<file path="src/rtl/ptps_pkg.sv">
// shared types, constants and helper functions of the ptp end-to-end clock servo
package ptps_pkg;

   // working width of the datapath arithmetic
   localparam int unsigned WORK_W  = 128;
   localparam int unsigned MUL_B_W = 48;
   localparam int unsigned DIV_D_W = 64;

   // register indexes of the configuration port
   localparam logic [2:0] REG_COUNTER_BASE   = 3'd0;
   localparam logic [2:0] REG_NS_PER_TICK    = 3'd1;
   localparam logic [2:0] REG_OFFSET_GAIN    = 3'd2;
   localparam logic [2:0] REG_DELAY_GAIN     = 3'd3;
   localparam logic [2:0] REG_DRIFT_GAIN     = 3'd4;
   localparam logic [2:0] REG_LOCK_THRESHOLD = 3'd5;
   localparam logic [2:0] REG_LOCK_COUNT     = 3'd6;

   // register reset values
   localparam logic [47:0] NS_PER_TICK_RESET = 48'd429496729600;
   localparam logic [16:0] OFFSET_GAIN_RESET = 17'd6554;
   localparam logic [16:0] DELAY_GAIN_RESET  = 17'd6554;
   localparam logic [16:0] DRIFT_GAIN_RESET  = 17'd3277;
   localparam logic [29:0] LOCK_THR_RESET    = 30'd1000;
   localparam logic [7:0]  LOCK_COUNT_RESET  = 8'd8;

   // arithmetic constants
   localparam logic [16:0]         GAIN_ONE     = 17'd65536;
   localparam logic signed [127:0] MAX_DELAY_X2 = 128'sd2000000000;
   localparam logic signed [63:0]  MIN_DRIFT_DT = 64'sd100000000;
   localparam logic [47:0]         PPB_SCALE    = 48'd1000000000;
   localparam logic [7:0]          RUN_MAX      = 8'd255;

   // servo states
   typedef enum logic [1:0] {
      SERVO_FREE_RUN = 2'd0,
      SERVO_TRACKING = 2'd1,
      SERVO_LOCKED   = 2'd2
   } servo_state_type;

   // request word
   typedef struct packed {
      logic        action;
      logic [62:0] master_time_ns;
      logic [62:0] local_count;
   } req_type;

   // response word
   typedef struct packed {
      logic               status;
      logic signed [63:0] raw_offset_ns;
      logic signed [63:0] raw_delay_ns;
      logic signed [63:0] filtered_offset_ns;
      logic signed [63:0] filtered_delay_ns;
      logic signed [31:0] drift_ppb;
      logic [1:0]         lock_state;
   } rsp_type;

   // controller states
   typedef enum logic [4:0] {
      ST_IDLE,
      ST_T2_START,
      ST_T2_WAIT,
      ST_T3_START,
      ST_T3_WAIT,
      ST_FWD,
      ST_ODD,
      ST_CHECK,
      ST_OFF_START,
      ST_OFF_WAIT,
      ST_DLY_START,
      ST_DLY_WAIT,
      ST_DT,
      ST_DT_CHECK,
      ST_DRM_START,
      ST_DRM_WAIT,
      ST_DIV_WAIT,
      ST_DRA_START,
      ST_DRA_WAIT,
      ST_COMMIT,
      ST_OUT
   } ctrl_state_type;

   // datapath operations
   typedef enum logic [4:0] {
      OP_NONE,
      OP_SYNC,
      OP_LATCH,
      OP_MUL_T2,
      OP_T2,
      OP_MUL_T3,
      OP_T3,
      OP_FWD,
      OP_ODD,
      OP_MUL_OFF,
      OP_OFF_UPD,
      OP_MUL_DLY,
      OP_DLY_UPD,
      OP_DT,
      OP_MUL_DRIFT,
      OP_DIV,
      OP_RAW,
      OP_MUL_DRA,
      OP_DRA_UPD,
      OP_COMMIT,
      OP_OUT
   } dp_op_type;

   typedef struct packed {
      dp_op_type op;
   } dp_cmd_type;

   typedef struct packed {
      logic mul_done;
      logic div_done;
      logic reject;
      logic drift_go;
      logic rsp_free;
   } dp_status_type;

   // saturate a signed value to a signed field of the given width
   function automatic logic signed [127:0] sat_to(input logic signed [127:0] v,
                                                  input int unsigned bits);
      logic signed [127:0] mx;
      logic signed [127:0] mn;
      mx = (128'sd1 <<< (bits - 1)) - 128'sd1;
      mn = -mx - 128'sd1;
      if (v > mx) begin
         return mx;
      end
      if (v < mn) begin
         return mn;
      end
      return v;
   endfunction

   // weights above one act as one
   function automatic logic [16:0] gain_clip(input logic [16:0] g);
      return (g > GAIN_ONE) ? GAIN_ONE : g;
   endfunction

endpackage

</file>
<file path="src/rtl/ptps_ctrl.sv">
// servo controller: sequences the datapath through one measurement
module ptps_ctrl (
   input  logic                    clock,
   input  logic                    reset,
   input  logic                    req_valid,
   input  logic                    req_action,
   output logic                    req_ready,
   output ptps_pkg::dp_cmd_type    cmd,
   input  ptps_pkg::dp_status_type status
);
   import ptps_pkg::*;

   ctrl_state_type state_ff;
   ctrl_state_type state_in;

   always_ff @(posedge clock) begin
      if (reset) begin
         state_ff <= ST_IDLE;
      end else begin
         state_ff <= state_in;
      end
   end

   // next state
   always_comb begin
      state_in = state_ff;
      case (state_ff)
         ST_IDLE: begin
            if (req_valid && req_action) begin
               state_in = ST_T2_START;
            end
         end
         ST_T2_START: state_in = ST_T2_WAIT;
         ST_T2_WAIT:  if (status.mul_done) state_in = ST_T3_START;
         ST_T3_START: state_in = ST_T3_WAIT;
         ST_T3_WAIT:  if (status.mul_done) state_in = ST_FWD;
         ST_FWD:      state_in = ST_ODD;
         ST_ODD:      state_in = ST_CHECK;
         ST_CHECK:    state_in = status.reject ? ST_OUT : ST_OFF_START;
         ST_OFF_START: state_in = ST_OFF_WAIT;
         ST_OFF_WAIT: if (status.mul_done) state_in = ST_DLY_START;
         ST_DLY_START: state_in = ST_DLY_WAIT;
         ST_DLY_WAIT: if (status.mul_done) state_in = ST_DT;
         ST_DT:       state_in = ST_DT_CHECK;
         ST_DT_CHECK: state_in = status.drift_go ? ST_DRM_START : ST_COMMIT;
         ST_DRM_START: state_in = ST_DRM_WAIT;
         ST_DRM_WAIT: if (status.mul_done) state_in = ST_DIV_WAIT;
         ST_DIV_WAIT: if (status.div_done) state_in = ST_DRA_START;
         ST_DRA_START: state_in = ST_DRA_WAIT;
         ST_DRA_WAIT: if (status.mul_done) state_in = ST_COMMIT;
         ST_COMMIT:   state_in = ST_OUT;
         ST_OUT:      if (status.rsp_free) state_in = ST_IDLE;
         default:     state_in = ST_IDLE;
      endcase
   end

   // outputs
   always_comb begin
      req_ready = 1'b0;
      cmd.op    = OP_NONE;
      case (state_ff)
         ST_IDLE: begin
            req_ready = 1'b1;
            if (req_valid) begin
               cmd.op = req_action ? OP_LATCH : OP_SYNC;
            end
         end
         ST_T2_START:  cmd.op = OP_MUL_T2;
         ST_T2_WAIT:   if (status.mul_done) cmd.op = OP_T2;
         ST_T3_START:  cmd.op = OP_MUL_T3;
         ST_T3_WAIT:   if (status.mul_done) cmd.op = OP_T3;
         ST_FWD:       cmd.op = OP_FWD;
         ST_ODD:       cmd.op = OP_ODD;
         ST_OFF_START: cmd.op = OP_MUL_OFF;
         ST_OFF_WAIT:  if (status.mul_done) cmd.op = OP_OFF_UPD;
         ST_DLY_START: cmd.op = OP_MUL_DLY;
         ST_DLY_WAIT:  if (status.mul_done) cmd.op = OP_DLY_UPD;
         ST_DT:        cmd.op = OP_DT;
         ST_DRM_START: cmd.op = OP_MUL_DRIFT;
         ST_DRM_WAIT:  if (status.mul_done) cmd.op = OP_DIV;
         ST_DIV_WAIT:  if (status.div_done) cmd.op = OP_RAW;
         ST_DRA_START: cmd.op = OP_MUL_DRA;
         ST_DRA_WAIT:  if (status.mul_done) cmd.op = OP_DRA_UPD;
         ST_COMMIT:    cmd.op = OP_COMMIT;
         ST_OUT:       if (status.rsp_free) cmd.op = OP_OUT;
         default:      cmd.op = OP_NONE;
      endcase
   end
endmodule

</file>
<file path="config.mk">
export PLATFORM = sky130hd
export DESIGN_NAME = ptps_ctrl
export DESIGN_NICKNAME = d
export VERILOG_FILES = /design/src/rtl/ptps_pkg.sv /design/src/rtl/ptps_ctrl.sv
export SDC_FILE = /design/constraint.sdc
export NUM_CORES = 1
export LEC_CHECK = 0
export ABC_AREA = 1
export BUFFER_PORTS_ARGS = -buffer_cell sky130_fd_sc_hd__clkbuf_2
export CAP_MARGIN = 20
export CORE_MARGIN = 2
export CORE_UTILIZATION = 45
export DETAILED_ROUTE_END_ITERATION = 10
export PLACE_DENSITY = 0.68
export SYNTH_ARGS = -nofsm -noshare
export SYNTH_HDL_FRONTEND = slang
export SYNTH_SLANG_ARGS = --single-unit
</file>
<file path="constraint.sdc">
create_clock -name clock -period 3.6 [get_ports clock]
set_input_delay 0.72 -clock clock [delete_from_list [all_inputs] [get_ports clock]]
set_output_delay 0.72 -clock clock [all_outputs]
set_load 0.005 [all_outputs]
</file>
; ---- Yosys cells after proc, flatten, opt, wreduce, memory -nomap -nowiden
; Cells that the tools add are included.
[totals]
inputBits = 9
out_inout_bits = 6
register_bits = 5
mem_count = 0
mem_bits_ro = 0
ram_bits = 0
latch_bits = 0
wordCells = 57
[classes]
eq_ne = 29
bitwise = 0
add_sub_neg = 0
muxes = 24
shifts = 0
n_div = 0
n_reduce_logical = 3
magnitude_cmp = 0
n_mul = 0
[ops]
columns = op, n
row1 = $pmux W5 S21, 1
row2 = $pmux W5 S19, 1
row3 = $mux W5, 14
row4 = $eq A5 B4 Y1 const B, 8
row5 = $eq A5 B5 Y1 const B, 5
row6 = $eq A5 B3 Y1 const B, 4
row7 = $ne A2 B2 Y1 const B, 9
row8 = $mux W4, 3
row9 = $eq A5 B2 Y1 const B, 2
row10 = $reduce_and A9 Y1, 1
row11 = $mux W3, 2
row12 = $eq A5 B1 Y1 const B, 1
row13 = $logic_not A5 Y1, 1
row14 = $mux W2, 2
row15 = $logic_and A1 B1 Y1, 1
row16 = $mux W1, 1

; ---- Longest topological paths before layout
; Gate-level depths: netlist of run 1.
[depth]
word_depth = 3
depth_mapped = 12
ltp_nobuf = 11

; ---- Worst setup path before layout of run 1
; Ideal clock, no wire load.
[synth_path]
kind = input to output
startpoint = input status[4] (netlist name)
endpoint = output cmd[1] (netlist name)
path_slack_ns = 1.659
n_path_buf = 0
cell_stages = 4
required_ns = 2.880
t_arrival_ns = 1.221
cell_sequence = inv_1 -> nor3_1 -> a211oi_1 -> nand3_1
[synth_rtl]
columns = item, line_no
row1 = start: declaration, ptps_ctrl.sv:9  ; input ptps_pkg::dp_status_type status
row2 = end: declaration, ptps_ctrl.sv:8  ; output ptps_pkg::dp_cmd_type cmd,

==> impl_metrics.csv, run 1 <==
group,metric,value,unit
place,dp_hpwl,1.50,mm
critical_path,cpPeakStageDelay,520,ps
sta,final_max_slew_viol_count,0,
global_routing,track_usage,21.5,%
routing,first_pass_iters,6,
clock_tree,cts_tree,"built",
sta,period_share,70.3,%
sta,max_freq,0.395,GHz
layout,final_nets,158,
floorplanning,core_area,1510,um^2
clock_tree,cts_made_buffers,3,
global_routing,grt_pass1_vias,796,
power_and_ir_drop,power.switching,0.000409,W
place,place.port_buffers,14,
routing,via_per_inst,5.43,
power_and_ir_drop,internal_power,0.000328,W
critical_path,reg2reg_setup_slack,1940,ps
clock_tree,post_cts_buffers,0,
layout,multi_input_area,519,um^2
sta,worstMarginPinSlew,508,ps
sta,fin_setup_tns,0,ps
critical_path,critPathMaxFanout,8,
min_path,hp-start,"state_ff[2]",
power_and_ir_drop,irDropWorstVdd,0.464,mV
critical_path,crit_required,2880,ps
logic_synthesis,synth-warning-count,0,
critical_path,path_class,"reg -> out",
floorplanning,start_util,47.8,%
sta,hold_viol,0,
critical_path,r2r_end,"state_ff[2]",
clock_tree,cts_resized,0,
clock_tree,htree_levels,1,
logic_synthesis,synth-compound-area-share,14.8,%
layout,largest_reg_flops,5,
layout,antenna_cells,0,
logic_synthesis,synth_cell_type_count,25,
critical_path,end_kind,"output port",
layout,post-route-util,54.6,%
logic_synthesis,syn_inst,132,
logic_synthesis,yosys.area_share.simple,57.3,%
layout,biggestRegsByFlops,"state_ff (5)",
clock_tree,cts_num_sinks,5,
global_routing,grt_overflow,0,
global_routing,antenna_found_initial,0,
clock_tree,hold_buffers,0,
place,gp_congestion,0.933,
global_routing,grt_start_max_net_pins,13,
routing,routedWlPerCell,11.2,um
routing,drt_first_iter_violations,55,
global_routing,grt_util_met1,30.1,%
logic_synthesis,synth_mux_area_share,0,%
outcome,status,"finished clean",
floorplanning,dieHeight,44.0,um
layout,fillCellCount,143,
floorplanning,rows,14,
logic_synthesis,synth_xor_area_share,0,%
power_and_ir_drop,p_leak,0.450,nW
power_and_ir_drop,pwr-share-seq,19.2,%
floorplanning,dieArea,1940,um^2
routing,vias,890,
clock_tree,clock_path_buffers,2,
critical_path,worst_ep_arrival_time,1810,ps
sta,slew_headroom,66.1,%
sta,min_period,2530,ps
clock_tree,clk_latency,240,ps
floorplanning,io_pins,15,
power_and_ir_drop,power.share.clock,8.5,%
critical_path,r2r-start,"state_ff[4]",
min_path,min_path_cells,2,
clock_tree,clkSlewWorstSetupHoldPaths,40,ps
floorplanning,die_w,44.0,um
min_path,worstHoldEndpoint,"state_ff[2]",
layout,fin_area,822,um^2
logic_synthesis,synth_seq_area_share,13.9,%
clock_tree,cts_root_buf,"clkbuf_4",
critical_path,crit_chain,"nand2_1 -> nor2_2 -> nand2_2 -> nor2_1 -> inv_1 -> nand4_1 -> o21bai_1 -> clkbuf_2",
critical_path,cp_slowest_cell,"dfxtp_1",
power_and_ir_drop,power-per-cell-area,896,nW/um^2
logic_synthesis,synth_adder_area_share,0,%
run,cap_violations,0,
min_path,hold_path.class,"reg -> reg",
layout,drive_gt1_share,23.6,%
routing,drc,0,
power_and_ir_drop,netSwitchingFraction,55.5,%
global_routing,grt-busiest-layer,"met2",
critical_path,startpoint_type,"flop",
routing,ant_nets,0,
power_and_ir_drop,power_frac_comb,72.2,%
sta,fin_skew,0.893,ps
sta,setup_violations,0,
layout,area_growth,14.1,%
sta,rsz0062_at_grt,"no",
logic_synthesis,synth.ff_latch_count,5,
global_routing,grt_pass1_wl,3.16,mm
layout,largest_register,"state_ff",
global_routing,grt_use_met2,31.8,%
logic_synthesis,syn-mean-instance-area,5.46,um^2
critical_path,ff2ff_path_depth,7,
place,place_area,796,um^2
logic_synthesis,netlist_area,721,um^2
logic_synthesis,synth_top_family_by_area,"simple AND/OR/NAND/NOR gates",
logic_synthesis,syn-num-nets,141,
layout,seq_area,100,um^2
routing,drt_wl_total,1.84,mm
global_routing,met3_usage,6.12,%
==> metal layers <==
layer	vias to the layer above	routed length (um)
li1	463	-
met1	374	828
met2	51	803
met3	2	178
met4	0	24
met5	-	0
==> cells in the mapped netlist <==
| master | count | share of area [%] |
|---|---|---|
| a21oi_2 | 1 | 1.2 |
| inv_1 | 19 | 9.9 |
| nand4_1 | 7 | 6.1 |
| nand2_4 | 1 | 1.6 |
| nand3b_1 | 2 | 2.1 |
| a22oi_1 | 1 | 1.0 |
| o21ai_0 | 2 | 1.4 |
| a211oi_1 | 2 | 2.1 |
| nand2_1 | 30 | 16 |
| o22ai_1 | 2 | 1.7 |
| inv_2 | 4 | 2.1 |
| nand3_1 | 11 | 7.6 |
| nand3_2 | 1 | 1.4 |
| o21ai_2 | 1 | 1.2 |
| o2111ai_1 | 1 | 1.2 |
| buf_4 | 2 | 2.1 |
| nor2_4 | 2 | 3.1 |
| o211ai_1 | 1 | 1.0 |
| nand2_2 | 3 | 2.6 |
| a21oi_1 | 4 | 2.8 |
| o21bai_1 | 1 | 1.0 |
| nor2_1 | 22 | 11 |
| dfxtp_1 | 5 | 14 |
| nor3_1 | 2 | 1.4 |
| nor2_2 | 5 | 4.3 |
==> stage by stage <==
stage	instances	power, W	setup slack, ps	hold slack (ps)
after floorplan	132	0.000544	1660	538
after global placement	160	0.000671	1330	574
after detailed placement	160	0.000669	1360	585
after CTS	164	0.000736	1100	593
after global routing	164	0.000818	889	646
final	164	0.000737	1070	601
==> cell type report <==
type | count | area share [%]
clock buffers | 4 | 3.20
inverters | 23 | 10.5
multi-input cells | 102 | 63.2
flip-flops and latches | 5 | 12.2
well taps | 16 | 2.44
repair buffers | 14 | 8.52
==> power by group through the flow <==
stage               Combinational (W)  Sequential (W)  Clock [W]
global route                 0.000601        0.000147  0.0000701
floorplan                    0.000437        0.000107          0
global placement             0.000529        0.000141          0
detailed placement           0.000528        0.000141          0
CTS                          0.000531        0.000140  0.0000651
finish                       0.000532        0.000142  0.0000629
==> critical path, delay by kind of cell, from the launching register on <==
family          cells  cell delay, ps
compound gates      1             120
flops               1             520
buf+inv             2             210
simple gates        5             720
==> worst max-delay path by stage <==
| stage | depth (start not counted) | slack, ps | to | from |
|---|---|---|---|---|
| detailed placement | 8 | 1360 | cmd[2] | state_ff[0] |
| global placement | 8 | 1330 | cmd[2] | state_ff[0] |
| floorplan | 4 | 1660 | cmd[1] | status[4] |
| finish | 8 | 1070 | cmd[2] | state_ff[0] |
| global route | 8 | 890 | cmd[2] | state_ff[0] |
| CTS | 8 | 1100 | cmd[2] | state_ff[0] |
==> cell usage in the layout, fill, tap and decap left out <==
cell type / Yosys / routed
o2111ai_1: 1 / 1
a21oi_2: 1 / 1
o22ai_1: 2 / 2
o21ai_0: 2 / 2
dfxtp_1: 5 / 5
nand3_2: 1 / 1
inv_1: 19 / 19
nand3b_1: 2 / 2
nor2_4: 2 / 2
nor2_1: 22 / 22
nand3_1: 11 / 11
nand4_1: 7 / 7
a211oi_1: 2 / 2
clkbuf_1: 0 / 1
a21oi_1: 4 / 4
o21ai_2: 1 / 1
clkbuf_2: 0 / 14
inv_2: 4 / 4
clkbuf_4: 0 / 3
a22oi_1: 1 / 1
nor3_1: 2 / 2
nor2_2: 5 / 5
nand2_1: 30 / 30
o21bai_1: 1 / 1
nand2_4: 1 / 1
nand2_2: 3 / 3
o211ai_1: 1 / 1
==> kinds of logic (layout without fill, tap and decap cells) <==
family | after synthesis | after routing
simple gates | 86 | 86
buf+inv | 25 | 41
compound gates | 16 | 16
flops | 5 | 5
Power figures use the tool's default switching activity.
==> run 2: changes to the inputs <==
==> constraint.sdc (replaced) <==
create_clock -name clock -period 2.5 [get_ports clock]
set_input_delay 0.5 -clock clock [delete_from_list [all_inputs] [get_ports clock]]
set_output_delay 0.5 -clock clock [all_outputs]
set_load 0.005 [all_outputs]
==> run 2 against run 1 <==
  * Sequential cell count unchanged
  * Largest power group unchanged
  * Total power increased by 45%
  * Non-clock buffer count stayed put
  * Setup slack got worse by 870 ps
==> impl_metrics.csv, run 2 (same netlist as run 1, synthesis figures left out) <==
group,metric,value,unit
clock_tree,cts_made_buffers,3,
run,cap_violations,0,
floorplanning,start_util,47.8,%
power_and_ir_drop,power.share.clock,8.5,%
layout,largest_reg_flops,5,
critical_path,path_class,"reg -> out",
critical_path,cp_slowest_cell,"dfxtp_1",
routing,drc,0,
clock_tree,clock_path_buffers,2,
clock_tree,clkSlewWorstSetupHoldPaths,40,ps
critical_path,cpPeakStageDelay,510,ps
layout,fillCellCount,172,
power_and_ir_drop,p_leak,0.450,nW
power_and_ir_drop,irDropWorstVdd,0.618,mV
power_and_ir_drop,power_frac_comb,72.6,%
clock_tree,cts_tree,"built",
place,place.port_buffers,14,
power_and_ir_drop,power-per-cell-area,1300,nW/um^2
routing,vias,900,
critical_path,worst_ep_arrival_time,1800,ps
sta,final_max_slew_viol_count,0,
floorplanning,die_w,44.0,um
sta,max_freq,0.435,GHz
sta,period_share,91.9,%
power_and_ir_drop,pwr-share-seq,18.8,%
floorplanning,io_pins,15,
layout,antenna_cells,0,
layout,post-route-util,54.6,%
global_routing,antenna_found_initial,0,
sta,fin_skew,3.66,ps
layout,area_growth,14.1,%
layout,biggestRegsByFlops,"state_ff (5)",
clock_tree,cts_root_buf,"clkbuf_4",
clock_tree,post_cts_buffers,0,
power_and_ir_drop,internal_power,0.000472,W
clock_tree,hold_buffers,0,
critical_path,startpoint_type,"flop",
layout,final_cell_mix,"nand2_1, nor2_1, inv_1, clkbuf_2, nand3_1",
global_routing,grt_pass1_vias,809,
layout,largest_register,"state_ff",
routing,wl_met1,930,um
layout,drive_gt1_share,23.6,%
global_routing,grt_pass1_wl,3.46,mm
power_and_ir_drop,power.switching,0.000598,W
place,gp_congestion,0.983,
sta,hold_slack,552,ps
critical_path,crit_required,2000,ps
layout,layout_commonest_cell,"nand2_1",
sta,rsz0062_at_grt,"no",
layout,final_nets,158,
power_and_ir_drop,netSwitchingFraction,55.9,%
layout,fin_cells,164,
floorplanning,dieHeight,44.0,um
sta,min_period,2300,ps
outcome,status,"finished clean",
routing,routedWlPerCell,12.1,um
routing,ant_nets,0,
floorplanning,core_area,1510,um^2
routing,drt_wl_total,1.98,mm
routing,met3_length,126,um
routing,via_per_inst,5.49,
place,place_area,796,um^2
sta,setup_violations,0,
clock_tree,cts_resized,0,
layout,fin_area,822,um^2
critical_path,end_kind,"output port",
floorplanning,dieArea,1940,um^2
critical_path,critPathMaxFanout,8,
routing,dr_wl_met2,913,um
critical_path,crit_chain,"nand2_1 -> nor2_2 -> nand2_2 -> nor2_1 -> inv_1 -> nand4_1 -> o21bai_1 -> clkbuf_2",
sta,worstMarginPinSlew,463,ps
min_path,hold_path.class,"in -> reg",
floorplanning,rows,14,
global_routing,grt_overflow,0,
global_routing,grt_start_max_net_pins,13,
global_routing,track_usage,23.7,%
routing,first_pass_iters,4,
routing,drt_first_iter_violations,26,
clock_tree,cts_num_sinks,5,
clock_tree,clk_latency,240,ps
sta,slew_headroom,69.1,%
sta,fin_setup_tns,0,ps
place,placed_cells,160,
place,dp_hpwl,1.65,mm
routing,dr.max_layer_used,"met4",
sta,hold_viol,0,
clock_tree,htree_levels,1,
==> run 2: cell counts in the layout (fill, tap and decap cells not counted) <==
No cell type changed its count.
==> run 2: layer usage <==
| layer | track usage [%] | vias up |
|---|---|---|
| li1 | - | 471 |
| met1 | 32.8 | 391 |
| met4 | 3.64 | 0 |
| met5 | 0 | - |
| met2 | 38.8 | 36 |
| met3 | 4.90 | 2 |
==> run 2: worst max-delay path, delay by kind of cell (launching register included) <==
kind	cells	cell delay, ps
compound gates	1	100
simple gates	5	740
flops	1	510
buf+inv	2	200
==> run 2: power groups by stage <==
stage / clock, W / sequential, W / combinational, W
after CTS: 0.0000933 / 0.000199 / 0.000773
after floorplan: 0 / 0.000154 / 0.000629
after global routing: 0.000101 / 0.000210 / 0.000886
after detailed placement: 0 / 0.000202 / 0.000769
after global placement: 0 / 0.000202 / 0.000774
final: 0.0000913 / 0.000202 / 0.000777
==> run 2: worst paths after layout <==
kind	slack, ps	cells after the start	end	from
max	200	8	cmd[2]	state_ff[0]
min	550	4	state_ff[3]	reset
max reg2reg	850	9	state_ff[0]	state_ff[0]
min reg2reg	590	2	state_ff[1]	state_ff[1]
==> run 2: stage by stage <==
step	worst slack (ps)	total power, W
global placement	472	0.000976
detailed placement	479	0.000970
finish	203	0.00107
floorplan	888	0.000784
global route	30.0	0.00120
CTS	216	0.00106
==> run 2: final cells by class <==
type	count	area (um^2)	share of cell area, %
repair buffers	14	70.1	8.52
well taps	16	20.0	2.44
flip-flops and latches	5	100	12.2
inverters	23	86.3	10.5
clock buffers	4	26.3	3.20
multi-input cells	102	519	63.2
==> run 3: changes to the inputs <==
--- a/config.mk
+++ b/config.mk
@@ -5,10 +5,8 @@
 export SDC_FILE = /design/constraint.sdc
 export NUM_CORES = 1
 export LEC_CHECK = 0
-export ABC_AREA = 1
 export BUFFER_PORTS_ARGS = -buffer_cell sky130_fd_sc_hd__clkbuf_2
 export CAP_MARGIN = 20
-export CORE_MARGIN = 2
 export CORE_UTILIZATION = 45
 export DETAILED_ROUTE_END_ITERATION = 10
 export PLACE_DENSITY = 0.68
==> run 3 against run 2 <==
  * Worst hold slack lost 38 ps
  * Setup slack lost 22 ps
  * Clock skew grew 0.85 ps
  * First-iteration DRC count shrank 15%
  * Highest routed layer is now met3
==> impl_metrics.csv, run 3 <==
group,metric,value,unit
logic_synthesis,synth-warning-count,0,
logic_synthesis,syn-mean-instance-area,6.69,um^2
sta,rsz0062_at_grt,"no",
logic_synthesis,syn_inst,102,
clock_tree,cts_made_buffers,3,
global_routing,grt_start_max_net_pins,26,
routing,vias,811,
floorplanning,die_w,40.9,um
min_path,min_path_cells,2,
outcome,status,"finished clean",
routing,drt_first_iter_violations,22,
layout,fillCellCount,142,
logic_synthesis,synth.ff_latch_count,5,
routing,drt_wl_total,1.79,mm
place,place.port_buffers,14,
clock_tree,htree_levels,1,
clock_tree,clock_path_buffers,2,
sta,slew_headroom,56.7,%
critical_path,crit_required,2000,ps
layout,antenna_cells,0,
sta,period_share,92.8,%
power_and_ir_drop,power,0.000721,W
power_and_ir_drop,power-per-cell-area,940,nW/um^2
sta,hold_slack,514,ps
floorplanning,dieHeight,40.9,um
layout,layout_commonest_cell,"clkbuf_2",
logic_synthesis,syn-num-nets,111,
critical_path,end_kind,"output port",
layout,largest_register,"state_ff",
sta,final_max_slew_viol_count,0,
floorplanning,dieArea,1670,um^2
layout,final_nets,121,
routing,via_per_inst,6.44,
logic_synthesis,synth_common_cells,"a21oi_1, o21ai_0, nand2_1, nor2_1, clkbuf_1",
logic_synthesis,netlist_area,682,um^2
logic_synthesis,async_reset_ff_share,0,%
logic_synthesis,yosys.area_share.simple,39.4,%
clock_tree,clkSlewWorstSetupHoldPaths,50,ps
logic_synthesis,synth_top_family_by_area,"simple AND/OR/NAND/NOR gates",
layout,post-route-util,56.8,%
clock_tree,cts_num_sinks,5,
routing,first_pass_iters,4,
critical_path,path_class,"reg -> out",
run,cap_violations,0,
global_routing,track_usage,24.4,%
logic_synthesis,synth_edf_count,0,
logic_synthesis,synth-compound-area-share,36.1,%
logic_synthesis,synth_xor_area_share,1.28,%
critical_path,startpoint_type,"flop",
critical_path,ff2ff_path_depth,5,
layout,fin_area,767,um^2
clock_tree,clk_latency,250,ps
layout,drive_gt1_share,20.7,%
logic_synthesis,synth_ff_type,"dfxtp_1",
layout,final_cell_mix,"clkbuf_2, a21oi_1, o21ai_0, nor2_1, nand2_1",
critical_path,critPathMaxFanout,22,
logic_synthesis,synth_mux_area_share,1.47,%
logic_synthesis,synth_seq_area_share,14.7,%
place,place_area,738,um^2
sta,fin_setup_tns,0,ps
sta,max_freq,0.431,GHz
logic_synthesis,synth.top_cells.by_area,"dfxtp_1, a21oi_1, o21ai_0, nor2b_1, nand2_1",
clock_tree,cts_tree,"built",
place,dp_hpwl,1.22,mm
min_path,hold_path.class,"in -> reg",
floorplanning,start_util,50.5,%
global_routing,grt_overflow,0,
layout,largest_reg_flops,5,
layout,biggestRegsByFlops,"state_ff (5)",
sta,fin_skew,4.52,ps
sta,hold_viol,0,
floorplanning,rows,13,
clock_tree,hold_buffers,0,
sta,worstMarginPinSlew,648,ps
global_routing,antenna_found_initial,0,
logic_synthesis,synth_cell_type_count,40,
place,gp_congestion,0.788,
logic_synthesis,yosysTopAreaCell,"dfxtp_1",
routing,ant_nets,0,
clock_tree,cts_root_buf,"clkbuf_4",
routing,routedWlPerCell,14.2,um
clock_tree,post_cts_buffers,0,
routing,drc,0,
logic_synthesis,yosysMostFrequentCell,"a21oi_1",
floorplanning,io_pins,15,
logic_synthesis,synth_top_area_share,14.7,%
logic_synthesis,synth_adder_area_share,0,%
critical_path,worst_ep_arrival_time,1820,ps
global_routing,grt_pass1_wl,2.63,mm
layout,area_growth,12.5,%
power_and_ir_drop,irDropWorstVdd,0.636,mV
power_and_ir_drop,p_leak,0.299,nW
floorplanning,core_area,1350,um^2
sta,min_period,2320,ps
global_routing,grt_pass1_vias,577,
sta,setup_violations,0,
==> run 3: cell types whose count changed in the layout (fill, tap and decap cells not counted), moves of 4 or more <==
cell	before	now
a21oi_1	4	11
inv_2	4	0
nor2_2	5	0
inv_1	19	2
nand2b_1	0	4
o21ai_0	2	9
nand3_1	11	5
nor2_1	22	8
nand2_1	30	8
nand4_1	7	2
nor2b_1	0	5
==> run 3: layout make-up <==
type | instances | area, um^2 | area share [%]
flip-flops and latches | 5 | 103 | 13.4
multi-input cells | 85 | 534 | 69.7
clock buffers | 4 | 26.3 | 3.43
repair buffers | 15 | 77.6 | 10.1
well taps | 15 | 18.8 | 2.45
inverters | 2 | 7.51 | 0.979
==> run 3: final timing paths <==
check	start	to	slack, ps
worst min register to register	state_ff[1]	state_ff[1]	760
worst max-delay path	state_ff[2]	cmd[1]	180
worst min-delay path	reset	state_ff[4]	510
worst max register to register	state_ff[3]	state_ff[3]	520
==> run 3: power breakdown <==
part | internal [W] | switching (W) | total [W] | leakage, nW
Combinational | 0.000194 | 0.000205 | 0.000399 | 0.243
Sequential | 0.000105 | 0.000121 | 0.000226 | 0.0415
Clock | 0.0000605 | 0.0000361 | 0.0000967 | 0.0150
==> run 3: logic make-up after synthesis <==
kind of cell,count (synthesis)
flops,5
compound gates,37
mux,1
buf+inv,12
simple gates,46
xor+xnor,1
==> run 3: what timing repair did <==
action | 4_1_cts | 5_1_grt
gates resized for setup | 0 | 2
endpoints found under the hold margin | 0 | 0
endpoints found under the setup margin | 0 | 3
==> run 3: metal layers <==
metal	global-route usage, %	vias up	part of all wire [%]
li1	-	402	-
met1	32.8	363	43
met2	37.1	46	48
met3	8.70	0	8.9
met4	5.00	0	0
met5	0	-	0
==> run 3: worst max-delay path, stage by stage, from the launching register on <==
cell and delay [ps]:
dfxtp_1 510, or2_2 430, nor4_4 270, nand3_1 130, o211ai_1 90, clkbuf_2 140
==> run 3: metrics by stage <==
stage          worst slack [ps]  std cells
2_1_floorplan               588        102
3_3_place_gp                328        122
3_5_place_dp                309        122
4_1_cts                    51.6        126
5_1_grt                    47.6        126
6_report                    181        126
